### src/rtl/sgb_pkg.sv
// ----------------------------------------------------------------------------
// sgb_pkg
// Shared types, codes and arithmetic helpers of the separable Gaussian blur.
// ----------------------------------------------------------------------------
package sgb_pkg;

    localparam int SAMPLE_W   = 16;
    localparam int COORD_W    = 11;
    localparam int SC_W       = 14;
    localparam int IDX_W      = 8;
    localparam int COL_W      = 13;
    localparam int ACC_W      = 40;
    localparam int CFG_IDX_W  = 2;
    localparam int CFG_DATA_W = 11;

    localparam logic [1:0] OP_LOAD_WEIGHT = 2'd0;
    localparam logic [1:0] OP_PIXEL       = 2'd1;
    localparam logic [1:0] OP_DRAIN       = 2'd2;

    localparam logic [CFG_IDX_W-1:0] CFG_RADIUS = 2'd0;
    localparam logic [CFG_IDX_W-1:0] CFG_WIDTH  = 2'd1;
    localparam logic [CFG_IDX_W-1:0] CFG_HEIGHT = 2'd2;

    typedef enum logic [2:0] {
        S_IDLE,
        S_HSTART,
        S_HISSUE,
        S_HWAIT,
        S_CHECK,
        S_VSTART,
        S_VISSUE,
        S_VWAIT
    } state_t;

    typedef struct packed {
        logic             tap_valid;
        logic             tap_first;
        logic             tap_last;
        logic             tap_from_mem;
        logic [IDX_W-1:0] tap_idx;
        logic [COL_W-1:0] tap_col;
        logic [IDX_W-1:0] tap_wt;
        logic             wt_write;
        logic             win_write;
        logic [IDX_W-1:0] win_idx;
        logic             row_write;
        logic [IDX_W-1:0] wr_row;
        logic [COL_W-1:0] wr_col;
        logic             out_load;
        logic             frame_end;
    } cmd_t;

    typedef struct packed {
        logic done;
        logic out_free;
    } status_t;

    function automatic logic [SAMPLE_W-1:0] round_sat(input logic [ACC_W-1:0] acc);
        logic [ACC_W:0] s;
        s = {1'b0, acc} + (ACC_W+1)'(32768);
        if (|s[ACC_W:32])
            return {SAMPLE_W{1'b1}};
        else
            return s[31:16];
    endfunction

endpackage

### src/rtl/sgb_ctrl.sv
// ----------------------------------------------------------------------------
// sgb_ctrl
// Configuration registers, frame counters and the pass sequencer.
// ----------------------------------------------------------------------------
module sgb_ctrl #(
    parameter int MAX_RADIUS = 8,
    parameter int MAX_WIDTH  = 1024
) (
    input  logic                              clk,
    input  logic                              rst_n,
    input  logic                              cfg_we,
    input  logic [sgb_pkg::CFG_IDX_W-1:0]     cfg_index,
    input  logic [sgb_pkg::CFG_DATA_W-1:0]    cfg_data,
    input  logic                              in_valid,
    output logic                              in_ready,
    input  logic [1:0]                        in_operation,
    input  logic [4:0]                        in_tap_index,
    output sgb_pkg::cmd_t                     cmd,
    input  sgb_pkg::status_t                  status
);

    localparam int WIN = 2 * MAX_RADIUS + 1;
    localparam int CW  = sgb_pkg::COORD_W;
    localparam int SCW = sgb_pkg::SC_W;
    localparam int XW  = sgb_pkg::IDX_W;

    typedef logic signed [SCW-1:0] sc_t;

    sgb_pkg::state_t state_reg, state_next;

    logic [3:0]    radius_reg;
    logic [CW-1:0] width_reg, height_reg;
    logic [CW-1:0] in_col_reg, in_col_next, in_row_reg, in_row_next;
    logic [XW-1:0] in_cmod_reg, in_cmod_next, in_rmod_reg, in_rmod_next;
    logic [CW-1:0] out_col_reg, out_col_next, out_row_reg, out_row_next;
    logic [XW-1:0] out_rmod_reg, out_rmod_next;
    logic [CW-1:0] cur_col_reg, cur_col_next;
    logic [XW-1:0] cur_cmod_reg, cur_cmod_next, cur_rmod_reg, cur_rmod_next;
    logic [CW-1:0] hx_reg, hx_next, hx_end_reg, hx_end_next;
    sc_t           v_reg, v_next;
    logic [XW-1:0] mod_reg, mod_next, t_reg, t_next;

    logic [XW-1:0] rad;
    logic [CW-1:0] w_eff, h_eff;
    sc_t           rad_s, w_s, h_s;
    sc_t           v0, s0, d0, m0, x0, ny, nx;
    logic          out_ready, tap_last, step, at_end;
    logic [CW-1:0] ncol, nrow;
    logic [XW-1:0] nrmod;

    function automatic sc_t to_s(input logic [CW-1:0] x);
        return $signed(SCW'(x));
    endfunction

    function automatic logic [XW-1:0] mod_inc(input logic [XW-1:0] m);
        return (m == XW'(WIN - 1)) ? '0 : m + 1'b1;
    endfunction

    // effective configuration
    always_comb
    begin
        if (32'(radius_reg) > MAX_RADIUS)
            rad = XW'(MAX_RADIUS);
        else
            rad = XW'(radius_reg);
        if (width_reg == '0)
            w_eff = CW'(1);
        else if (32'(width_reg) > MAX_WIDTH)
            w_eff = CW'(MAX_WIDTH);
        else
            w_eff = width_reg;
        h_eff = (height_reg == '0) ? CW'(1) : height_reg;
        rad_s = $signed(SCW'(rad));
        w_s   = to_s(w_eff);
        h_s   = to_s(h_eff);
    end

    always_ff @(posedge clk or negedge rst_n)
    begin
        if (!rst_n)
        begin
            radius_reg <= 4'd1;
            width_reg  <= CW'(1024);
            height_reg <= CW'(1024);
        end
        else if (cfg_we)
        begin
            case (cfg_index)
                sgb_pkg::CFG_RADIUS: radius_reg <= cfg_data[3:0];
                sgb_pkg::CFG_WIDTH:  width_reg  <= cfg_data;
                sgb_pkg::CFG_HEIGHT: height_reg <= cfg_data;
                default: ;
            endcase
        end
    end

    always_ff @(posedge clk or negedge rst_n)
    begin
        if (!rst_n)
        begin
            state_reg    <= sgb_pkg::S_IDLE;
            in_col_reg   <= '0;
            in_row_reg   <= '0;
            in_cmod_reg  <= '0;
            in_rmod_reg  <= '0;
            out_col_reg  <= '0;
            out_row_reg  <= '0;
            out_rmod_reg <= '0;
            cur_col_reg  <= '0;
            cur_cmod_reg <= '0;
            cur_rmod_reg <= '0;
            hx_reg       <= '0;
            hx_end_reg   <= '0;
            v_reg        <= '0;
            mod_reg      <= '0;
            t_reg        <= '0;
        end
        else
        begin
            state_reg    <= state_next;
            in_col_reg   <= in_col_next;
            in_row_reg   <= in_row_next;
            in_cmod_reg  <= in_cmod_next;
            in_rmod_reg  <= in_rmod_next;
            out_col_reg  <= out_col_next;
            out_row_reg  <= out_row_next;
            out_rmod_reg <= out_rmod_next;
            cur_col_reg  <= cur_col_next;
            cur_cmod_reg <= cur_cmod_next;
            cur_rmod_reg <= cur_rmod_next;
            hx_reg       <= hx_next;
            hx_end_reg   <= hx_end_next;
            v_reg        <= v_next;
            mod_reg      <= mod_next;
            t_reg        <= t_next;
        end
    end

    always_comb
    begin
        // output availability
        ny = to_s(out_row_reg) + rad_s;
        if (ny > h_s - 1)
            ny = h_s - 1;
        nx = to_s(out_col_reg) + rad_s;
        if (nx > w_s - 1)
            nx = w_s - 1;
        out_ready = (in_row_reg >= h_eff) || (to_s(in_row_reg) > ny)
                    || ((to_s(in_row_reg) == ny) && (to_s(in_col_reg) > nx));

        ncol  = out_col_reg + 1'b1;
        nrow  = out_row_reg;
        nrmod = out_rmod_reg;
        if (ncol >= w_eff)
        begin
            ncol  = '0;
            nrow  = out_row_reg + 1'b1;
            nrmod = mod_inc(out_rmod_reg);
        end
        at_end = nrow >= h_eff;

        tap_last = (t_reg == (rad << 1));
        v0 = '0;
        s0 = '0;
        d0 = '0;
        m0 = '0;
        x0 = '0;
        step = 1'b0;

        state_next    = state_reg;
        in_col_next   = in_col_reg;
        in_row_next   = in_row_reg;
        in_cmod_next  = in_cmod_reg;
        in_rmod_next  = in_rmod_reg;
        out_col_next  = out_col_reg;
        out_row_next  = out_row_reg;
        out_rmod_next = out_rmod_reg;
        cur_col_next  = cur_col_reg;
        cur_cmod_next = cur_cmod_reg;
        cur_rmod_next = cur_rmod_reg;
        hx_next       = hx_reg;
        hx_end_next   = hx_end_reg;
        v_next        = v_reg;
        mod_next      = mod_reg;
        t_next        = t_reg;

        cmd       = '0;
        in_ready  = 1'b0;

        case (state_reg)
            sgb_pkg::S_IDLE:
            begin
                in_ready = 1'b1;
                if (in_valid)
                begin
                    case (in_operation)
                        sgb_pkg::OP_LOAD_WEIGHT:
                        begin
                            cmd.wt_write = (32'(in_tap_index) < WIN);
                            cmd.win_idx  = XW'(in_tap_index);
                        end
                        sgb_pkg::OP_PIXEL:
                        begin
                            state_next = sgb_pkg::S_CHECK;
                            if (in_row_reg < h_eff)
                            begin
                                cmd.win_write = 1'b1;
                                cmd.win_idx   = in_cmod_reg;
                                cur_col_next  = in_col_reg;
                                cur_cmod_next = in_cmod_reg;
                                cur_rmod_next = in_rmod_reg;
                                x0 = to_s(in_col_reg) - rad_s;
                                if (in_col_reg >= w_eff - 1'b1)
                                begin
                                    hx_next     = (x0 < 0) ? '0 : CW'(x0);
                                    hx_end_next = in_col_reg;
                                    state_next  = sgb_pkg::S_HSTART;
                                end
                                else if (x0 >= 0)
                                begin
                                    hx_next     = CW'(x0);
                                    hx_end_next = CW'(x0);
                                    state_next  = sgb_pkg::S_HSTART;
                                end
                                in_col_next  = in_col_reg + 1'b1;
                                in_cmod_next = mod_inc(in_cmod_reg);
                                if (in_col_reg + 1'b1 >= w_eff)
                                begin
                                    in_col_next  = '0;
                                    in_cmod_next = '0;
                                    in_row_next  = in_row_reg + 1'b1;
                                    in_rmod_next = mod_inc(in_rmod_reg);
                                end
                            end
                        end
                        sgb_pkg::OP_DRAIN:
                        begin
                            state_next = sgb_pkg::S_CHECK;
                        end
                        default: ;
                    endcase
                end
            end

            sgb_pkg::S_HSTART:
            begin
                // first window slot is the current slot stepped back by the distance
                v0 = to_s(hx_reg) - rad_s;
                s0 = (v0 < 0) ? sc_t'(0) : v0;
                d0 = to_s(cur_col_reg) - s0;
                m0 = $signed(SCW'(cur_cmod_reg)) - d0;
                if (m0 < 0)
                    m0 = m0 + sc_t'(WIN);
                v_next     = v0;
                mod_next   = XW'(m0);
                t_next     = '0;
                state_next = sgb_pkg::S_HISSUE;
            end

            sgb_pkg::S_HISSUE:
            begin
                cmd.tap_valid    = 1'b1;
                cmd.tap_first    = (t_reg == '0);
                cmd.tap_last     = tap_last;
                cmd.tap_from_mem = 1'b0;
                cmd.tap_idx      = mod_reg;
                cmd.tap_wt       = t_reg;
                step = (v_reg >= 0) && (v_reg < w_s - 1);
                if (step)
                    mod_next = mod_inc(mod_reg);
                v_next = v_reg + 1;
                t_next = t_reg + 1'b1;
                if (tap_last)
                    state_next = sgb_pkg::S_HWAIT;
            end

            sgb_pkg::S_HWAIT:
            begin
                if (status.done)
                begin
                    cmd.row_write = 1'b1;
                    cmd.wr_row    = cur_rmod_reg;
                    cmd.wr_col    = sgb_pkg::COL_W'(hx_reg);
                    if (hx_reg == hx_end_reg)
                        state_next = sgb_pkg::S_CHECK;
                    else
                    begin
                        hx_next    = hx_reg + 1'b1;
                        state_next = sgb_pkg::S_HSTART;
                    end
                end
            end

            sgb_pkg::S_CHECK:
            begin
                state_next = out_ready ? sgb_pkg::S_VSTART : sgb_pkg::S_IDLE;
            end

            sgb_pkg::S_VSTART:
            begin
                v0 = to_s(out_row_reg) - rad_s;
                s0 = (v0 < 0) ? sc_t'(0) : v0;
                d0 = to_s(out_row_reg) - s0;
                m0 = $signed(SCW'(out_rmod_reg)) - d0;
                if (m0 < 0)
                    m0 = m0 + sc_t'(WIN);
                v_next     = v0;
                mod_next   = XW'(m0);
                t_next     = '0;
                state_next = sgb_pkg::S_VISSUE;
            end

            sgb_pkg::S_VISSUE:
            begin
                cmd.tap_valid    = 1'b1;
                cmd.tap_first    = (t_reg == '0);
                cmd.tap_last     = tap_last;
                cmd.tap_from_mem = 1'b1;
                cmd.tap_idx      = mod_reg;
                cmd.tap_col      = sgb_pkg::COL_W'(out_col_reg);
                cmd.tap_wt       = t_reg;
                step = (v_reg >= 0) && (v_reg < h_s - 1);
                if (step)
                    mod_next = mod_inc(mod_reg);
                v_next = v_reg + 1;
                t_next = t_reg + 1'b1;
                if (tap_last)
                    state_next = sgb_pkg::S_VWAIT;
            end

            sgb_pkg::S_VWAIT:
            begin
                // done pulses once; the sums then hold until the next pass
                if (status.done || (t_reg == '0))
                begin
                    t_next = '0;
                    if (status.out_free)
                    begin
                        cmd.out_load  = 1'b1;
                        cmd.frame_end = at_end;
                        state_next    = sgb_pkg::S_IDLE;
                        if (at_end)
                        begin
                            in_col_next   = '0;
                            in_row_next   = '0;
                            in_cmod_next  = '0;
                            in_rmod_next  = '0;
                            out_col_next  = '0;
                            out_row_next  = '0;
                            out_rmod_next = '0;
                        end
                        else
                        begin
                            out_col_next  = ncol;
                            out_row_next  = nrow;
                            out_rmod_next = nrmod;
                        end
                    end
                end
            end

            default:
            begin
                state_next = sgb_pkg::S_IDLE;
            end
        endcase
    end

endmodule

### config.mk
export PLATFORM = sky130hd
export DESIGN_NAME = sgb_ctrl
export DESIGN_NICKNAME = d
export VERILOG_FILES = /design/src/rtl/sgb_pkg.sv /design/src/rtl/sgb_ctrl.sv
export SDC_FILE = /design/constraint.sdc
export NUM_CORES = 1
export LEC_CHECK = 0
export BUFFER_PORTS_ARGS = -buffer_cell sky130_fd_sc_hd__buf_4
export CAP_MARGIN = 20
export CORE_MARGIN = 10
export CORE_UTILIZATION = 25
export DETAILED_ROUTE_END_ITERATION = 12
export PLACE_DENSITY = 0.5
export SLEW_MARGIN = 20
export SYNTH_ARGS = -nofsm -noshare
export SYNTH_HDL_FRONTEND = slang
export SYNTH_SLANG_ARGS = --single-unit
export TNS_END_PERCENT = 30
### constraint.sdc
create_clock -name clk -period 7.5 [get_ports clk]
set_input_delay 1.125 -clock clk [delete_from_list [all_inputs] [get_ports clk]]
set_output_delay 1.125 -clock clk [all_outputs]
set_load 0.1 [all_outputs]
==> reports/qor.txt, run 1 <==
Pre-CTS setup slack = 0.7698 ns
Mapped cell area = 17,190 sq um
Post-synth cell types = 91
Internal reg-to-reg setup slack = 0.95 ns
Crit. Startpoint = width_reg[5]$_DFFE_PN0P_
Worst-margin pin slew = 1.017 ns
Crit path max fanout = 20
Post-layout util = 28.33%
P_leak = 8.885 nW
Total Power = 8.842 mW
FMAX = 143.5 MHz
Clk buf depth = 2
Flops & latches, synth = 176
Synth Flop Type = dfrtp_1
Vias per cell = 5.362
Pwr Density = 456.7 nW/um^2
CP required = 6.38 ns
CTS root buffer = clkbuf_16
Final Hold Vio Count = 0
Setup CP Type = flop to output port
Routed WL per cell = 21.39 um
CTS tree = built
Syn Inst Count = 2,041
DR vias = 15,948
Ratio of final minimum period to clock period = 92.90%
Clock Latency Late Sink = 0.51 ns
FF-to-FF path depth = 23
GR Overflow Total = 0
Max-slew headroom = 32.09%
Cts repair resizes = 0
Largest net degree at the start of global routing = 71
Die height = 282.2 um
Fraction of registers with async set/reset = 100.0%
IO Pins = 94
Worst VDD drop = 0.2577 mV
# DRC = 0
Final setup fails = 0
Setup_tns = 0 ns
First-pass GRT wire length = 97,000 um
Post-CTS Hold Buffers = 0
Max_cap viols = 0
Routing usage on met1 = 21.23%
Setup crit start kind = flop
Layout Nets = 2,314
Arrival time at the worst endpoint = 5.84 ns
M3 GR Usage = 2.622%
RePlAce Congestion = 0.9144
Number of H-tree levels = 4
Placed cells = 2,940
DIE WIDTH = 282.2 um
EDFF count, synth = 0
DRT Wirelength = 63,630 um
DRT iter0 DRCs = 1,338
Vias in the first global route = 15,597
Drt pass-1 iters = 5
Max reg flops = 14
Post-Layout Cell Count = 2,974
Synthesis-to-finish area growth = 12.60%
Max Slew Vio Count = 0
CTS Buf Count = 17
R2R Path End = state_reg[2]$_DFFE_PN0P_
Port bufs = 89
Synth Warn # = 0
Syn Area/Cell = 8.424 sq um
Die ar. = 79,660 sq um
Unrepaired setup endpoints after global routing = no
Fin worst setup slack = 0.5324 ns
Setup Skew = 0.01938 ns
Hold Crit Class = flop to flop
Hold path depth = 1
Hold path startpoint = cur_cmod_reg[5]$_DFFE_PN0P_
Hold EP = cur_cmod_reg[5]$_DFFE_PN0P_
Num Clock Sinks = 176
Core Box Area = 68,350 sq um
Clk slew on worst S/H paths = 0.08 ns
Site Rows = 96
Run status = finished clean
Antenna violations before repair = 0
Gr busiest metal = met2
CP Capture Type = output port
Sequential element share of the synthesized area = 25.64%
Final ANT Viol Nets = 0
GR Util met2 = 26.22%
Origin of the critical flop-to-flop path = width_reg[5]$_DFFE_PN0P_
Share of post-route cells with drive strength above 1 = 10.72%
Initial Util = 25.16%
GR Util All Layers = 15.97%
Minimum clock period = 6.968 ns
Postcts setup bufs = 0
Post-DP HPWL = 50,260 um
-- power by group --
group / internal, mW / leakage (nW) / switching, mW / total (mW)
sequential: 1.22 / 2.27 / 0.500 / 1.72
combinational: 2.41 / 6.33 / 3.78 / 6.18
clock: 0.452 / 0.289 / 0.486 / 0.938
total: 4.08 / 8.88 / 4.76 / 8.84
-- through the flow --
step / area, sq um / hold slack [ns]
after floorplan: 17240 / 0.4423
after CTS: 19330 / 0.4895
after detailed placement: 18760 / 0.4700
after global placement: 18760 / 0.4670
final: 19360 / 0.4866
after global routing: 19350 / 0.5173
-- critical path: stages, from the launching register on --
cell and delay, ns:
dfrtp_1 0.46, or4_1 0.71, nor4_1 0.29, o21ai_1 0.20, inv_1 0.21, ha_1 0.15
a31oi_1 0.06, a21boi_0 0.19, o2111ai_1 0.19, a31oi_4 0.37, buf_4 0.32, mux2_2 0.38
ha_1 0.28, a21o_1 0.16, a21oi_1 0.16, o21ai_0 0.14, a311o_1 0.45, nand2_2 0.21
inv_1 0.14, buf_4 0.26
-- per-layer routing --
| metal | routed length, um | part of all wire (%) | up-vias |
|---|---|---|---|
| met5 | 0 | 0 | - |
| met4 | 1289 | 2.0 | 0 |
| met3 | 3475 | 5.5 | 64 |
| met2 | 29750 | 47 | 478 |
| met1 | 29120 | 46 | 7890 |
| li1 | - | - | 7516 |
-- worst max-delay path by stage --
stage,depth (start not counted),slack [ns],to
after detailed placement,19,0.77,cmd[0]
after global routing,21,0.09,cmd[0]
after floorplan,21,1.22,cmd[0]
after global placement,19,0.88,cmd[0]
after CTS,20,0.19,cmd[0]
final,19,0.53,cmd[0]
-- kinds of logic (layout without fill, tap and decap cells) --
| family | after synthesis | in the layout | share of synthesized area (%) |
|---|---|---|---|
| XOR/XNOR | 126 | 126 | 6.419 |
| other | 2 | 16 | 0.04368 |
| buffers and inverters | 248 | 285 | 5.545 |
| flip-flops | 176 | 176 | 25.64 |
| adder cells (fa/ha/maj) | 214 | 214 | 16.45 |
| AND/OR/NAND/NOR | 661 | 661 | 19.72 |
| multiplexers | 80 | 80 | 5.043 |
| AO/OA/AOI/OAI | 534 | 534 | 21.14 |
-- area by class of cell --
cell class	count	area, sq um
multi-input combinational	1629	11910
inverter	146	548.0
clock buffer	18	439.2
antenna	2	5.005
fill	7297	48990
clock inverter	14	136.4
sequential	176	4408
timing repair buffer	107	809.5
tap	882	1104
-- placed cells by master (no fill, tap or decap), drive strengths merged, types with 21 or more instances in the layout --
cell type	count
and3	69
o21a	29
fa	21
nor3	44
inv	155
a21oi	87
nand2b	22
nor4	33
xnor2	93
nand4	26
and2	25
xor2	33
nor2b	29
dfrtp	173
o31ai	33
mux2i	30
mux2	50
a21o	33
nand2	166
buf	106
ha	190
nor2	118
o21ai	145
nand3	64
-- cell usage after synthesis (43+ instances only) --
cell | count | area share [%]
ha_1 | 190 | 14
nor3_1 | 43 | 1.3
mux2_2 | 49 | 3.2
nand2_1 | 166 | 3.6
nand3_1 | 64 | 1.9
and3_1 | 69 | 2.5
a21oi_1 | 87 | 2.5
dfrtp_1 | 173 | 25
o21ai_0 | 136 | 4.0
xnor2_1 | 93 | 4.7
nor2_1 | 118 | 2.6
clkbuf_1 | 86 | 1.9
inv_1 | 145 | 3.2
Note: power is estimated with default switching activity, not from simulation.
==> run 2: changes to the inputs <==
Settings changed: CORE_ASPECT_RATIO from default to 0.7.
==> run 2 against run 1 <==
Final cell count up 0.91%. Largest cell class unchanged. Power grew 1.7%. Clock-buffer cell count up 1. Sequential power is essentially flat. Register-to-register slack worse by 0.23 ns. Clock skew up 0.0038 ns. Largest power group unchanged. Highest routed layer unchanged. Fmax up 1.2%. First-iteration DRC count up 36%. Sequential cell count unchanged. Utilization grew 0.21 points. Clock power increased by 2%. Sequential share of layout area decreased by 0.11 points.
==> reports/qor.txt, run 2 (synthesized netlist as in run 1, its figures left out) <==
Setup_tns = 0 ns
Max reg flops = 14
Hold Crit Class = flop to flop
Origin of the critical flop-to-flop path = width_reg[3]$_DFFE_PN0P_
FF-to-FF path depth = 22
Pwr Density = 462.3 nW/um^2
Hold EP = cur_rmod_reg[0]$_DFFE_PN0P_
DR vias = 16,193
Arrival time at the worst endpoint = 5.76 ns
Die height = 239.4 um
Run status = finished clean
Final ANT Viol Nets = 0
Vias per cell = 5.396
Clock Latency Late Sink = 0.48 ns
Max Slew Vio Count = 0
CTS root buffer = clkbuf_16
Final Hold Vio Count = 0
Minimum clock period = 6.884 ns
Post-layout util = 28.54%
First-pass GRT wire length = 99,070 um
Ratio of final minimum period to clock period = 91.79%
CP required = 6.38 ns
Internal reg-to-reg setup slack = 0.72 ns
R2R Path End = state_reg[2]$_DFFE_PN0P_
Drt pass-1 iters = 6
Routed WL per cell = 21.70 um
Unrepaired setup endpoints after global routing = no
Site Rows = 80
DRT Wirelength = 65,130 um
IO Pins = 94
# diodes = 0
Setup CP Type = flop to output port
Worst VDD drop = 0.2507 mV
Total Power = 8.995 mW
Share of post-route cells with drive strength above 1 = 11.10%
Crit path max fanout = 11
Max_cap viols = 0
Synthesis-to-finish area growth = 13.16%
Initial Util = 25.22%
Setup Skew = 0.02322 ns
GR Util All Layers = 16.02%
Setup crit start kind = flop
Placed cells = 2,969
Post-Layout Cell Count = 3,001
Core Box Area = 68,170 sq um
DIE WIDTH = 333.4 um
Clk buf depth = 2
Number of H-tree levels = 4
Most frequent cells in the layout = ha_1 (189), dfrtp_1 (173), nand2_1 (165)
Die ar. = 79,830 sq um
Commonest non-fill, non-tap cell in the layout = ha_1
Clk slew on worst S/H paths = 0.07 ns
RePlAce Congestion = 0.9701
Max-slew headroom = 24.02%
Postcts setup bufs = 0
CTS Buf Count = 17
Num Clock Sinks = 176
Antenna violations before repair = 2
CP Capture Type = output port
Post-DP HPWL = 52,190 um
Worst-margin pin slew = 1.136 ns
P_leak = 8.926 nW
# DRC = 0
Layout Nets = 2,323
Hold path depth = 2
Port bufs = 89
DRT iter0 DRCs = 1,814
GR Overflow Total = 0
Final setup fails = 0
CTS tree = built
Largest net degree at the start of global routing = 72
FMAX = 145.3 MHz
Vias in the first global route = 15,454
Hold path startpoint = cur_rmod_reg[0]$_DFFE_PN0P_
## run 2: changes by cell type in the layout (fill, tap and decap cells not counted), moves of 2 or more
cell / change
buf_4: +9
bufinv_16: +2
diode_2: -2
inv_6: +2
inv_8: -6
## run 2: metrics by stage
step | hold WS [ns] | setup slack, ns | instance area, sq um
2_1_floorplan | 0.4423 | 1.221 | 17240
3_3_place_gp | 0.4683 | 0.8105 | 18850
3_5_place_dp | 0.4814 | 0.7173 | 18850
4_1_cts | 0.4977 | 0.2930 | 19440
5_1_grt | 0.5198 | 0.1364 | 19450
6_report | 0.4901 | 0.6157 | 19450
## run 2: worst max-delay path, stage by stage (launching register included)
cell and delay (ns):
dfrtp_1 0.47, or4_4 0.64, nor4_1 0.26, o21ai_1 0.21, inv_1 0.20, ha_1 0.14
a31oi_1 0.06, a21boi_0 0.17, o2111ai_1 0.15, a31oi_2 0.35, nand3_1 0.30, xnor2_1 0.33
ha_1 0.30, and3_1 0.16, a221oi_1 0.27, o21ai_0 0.17, a311o_1 0.45, nand2_2 0.21
inv_1 0.14, buf_4 0.26
## run 2: how the worst max path moves through the flow
stage / slack, ns / endpoint / from
6_report: 0.62 / cmd[0] / width_reg[5]$_DFFE_PN0P_
5_1_grt: 0.14 / cmd[0] / width_reg[5]$_DFFE_PN0P_
4_1_cts: 0.29 / cmd[0] / width_reg[5]$_DFFE_PN0P_
3_5_place_dp: 0.72 / state_reg[2]$_DFFE_PN0P_ / width_reg[3]$_DFFE_PN0P_
3_3_place_gp: 0.81 / state_reg[2]$_DFFE_PN0P_ / width_reg[3]$_DFFE_PN0P_
2_1_floorplan: 1.22 / cmd[0] / width_reg[5]$_DFFE_PN0P_
## run 2: repair_timing
action,in CTS,in global routing
hold buffers,0,0
resized for setup,0,3
setup endpoints to repair,0,1
## run 2: routing by layer
layer | share of wire (%) | up-vias | wire [um] | track usage, %
li1 | - | 7539 | - | -
met1 | 51 | 7966 | 33530 | 24.93
met2 | 38 | 638 | 24930 | 21.52
met3 | 8.7 | 50 | 5680 | 3.730
met4 | 1.5 | 0 | 997 | 3.404
met5 | 0 | - | 0 | 0
## run 2: power breakdown
group,internal [mW],switching [mW],leakage [nW]
logic,2.42,3.88,6.37
registers,1.22,0.521,2.27
clock network,0.507,0.449,0.291
## run 2: final cells by class
cell class,instances,area (sq um)
multi-input combinational,1629,11900
timing repair buffer,116,874.6
clock inverter,13,150.1
inverter,146,548.0
clock buffer,19,442.9
sequential,176,4408
fill,7219,48710
tap,902,1129
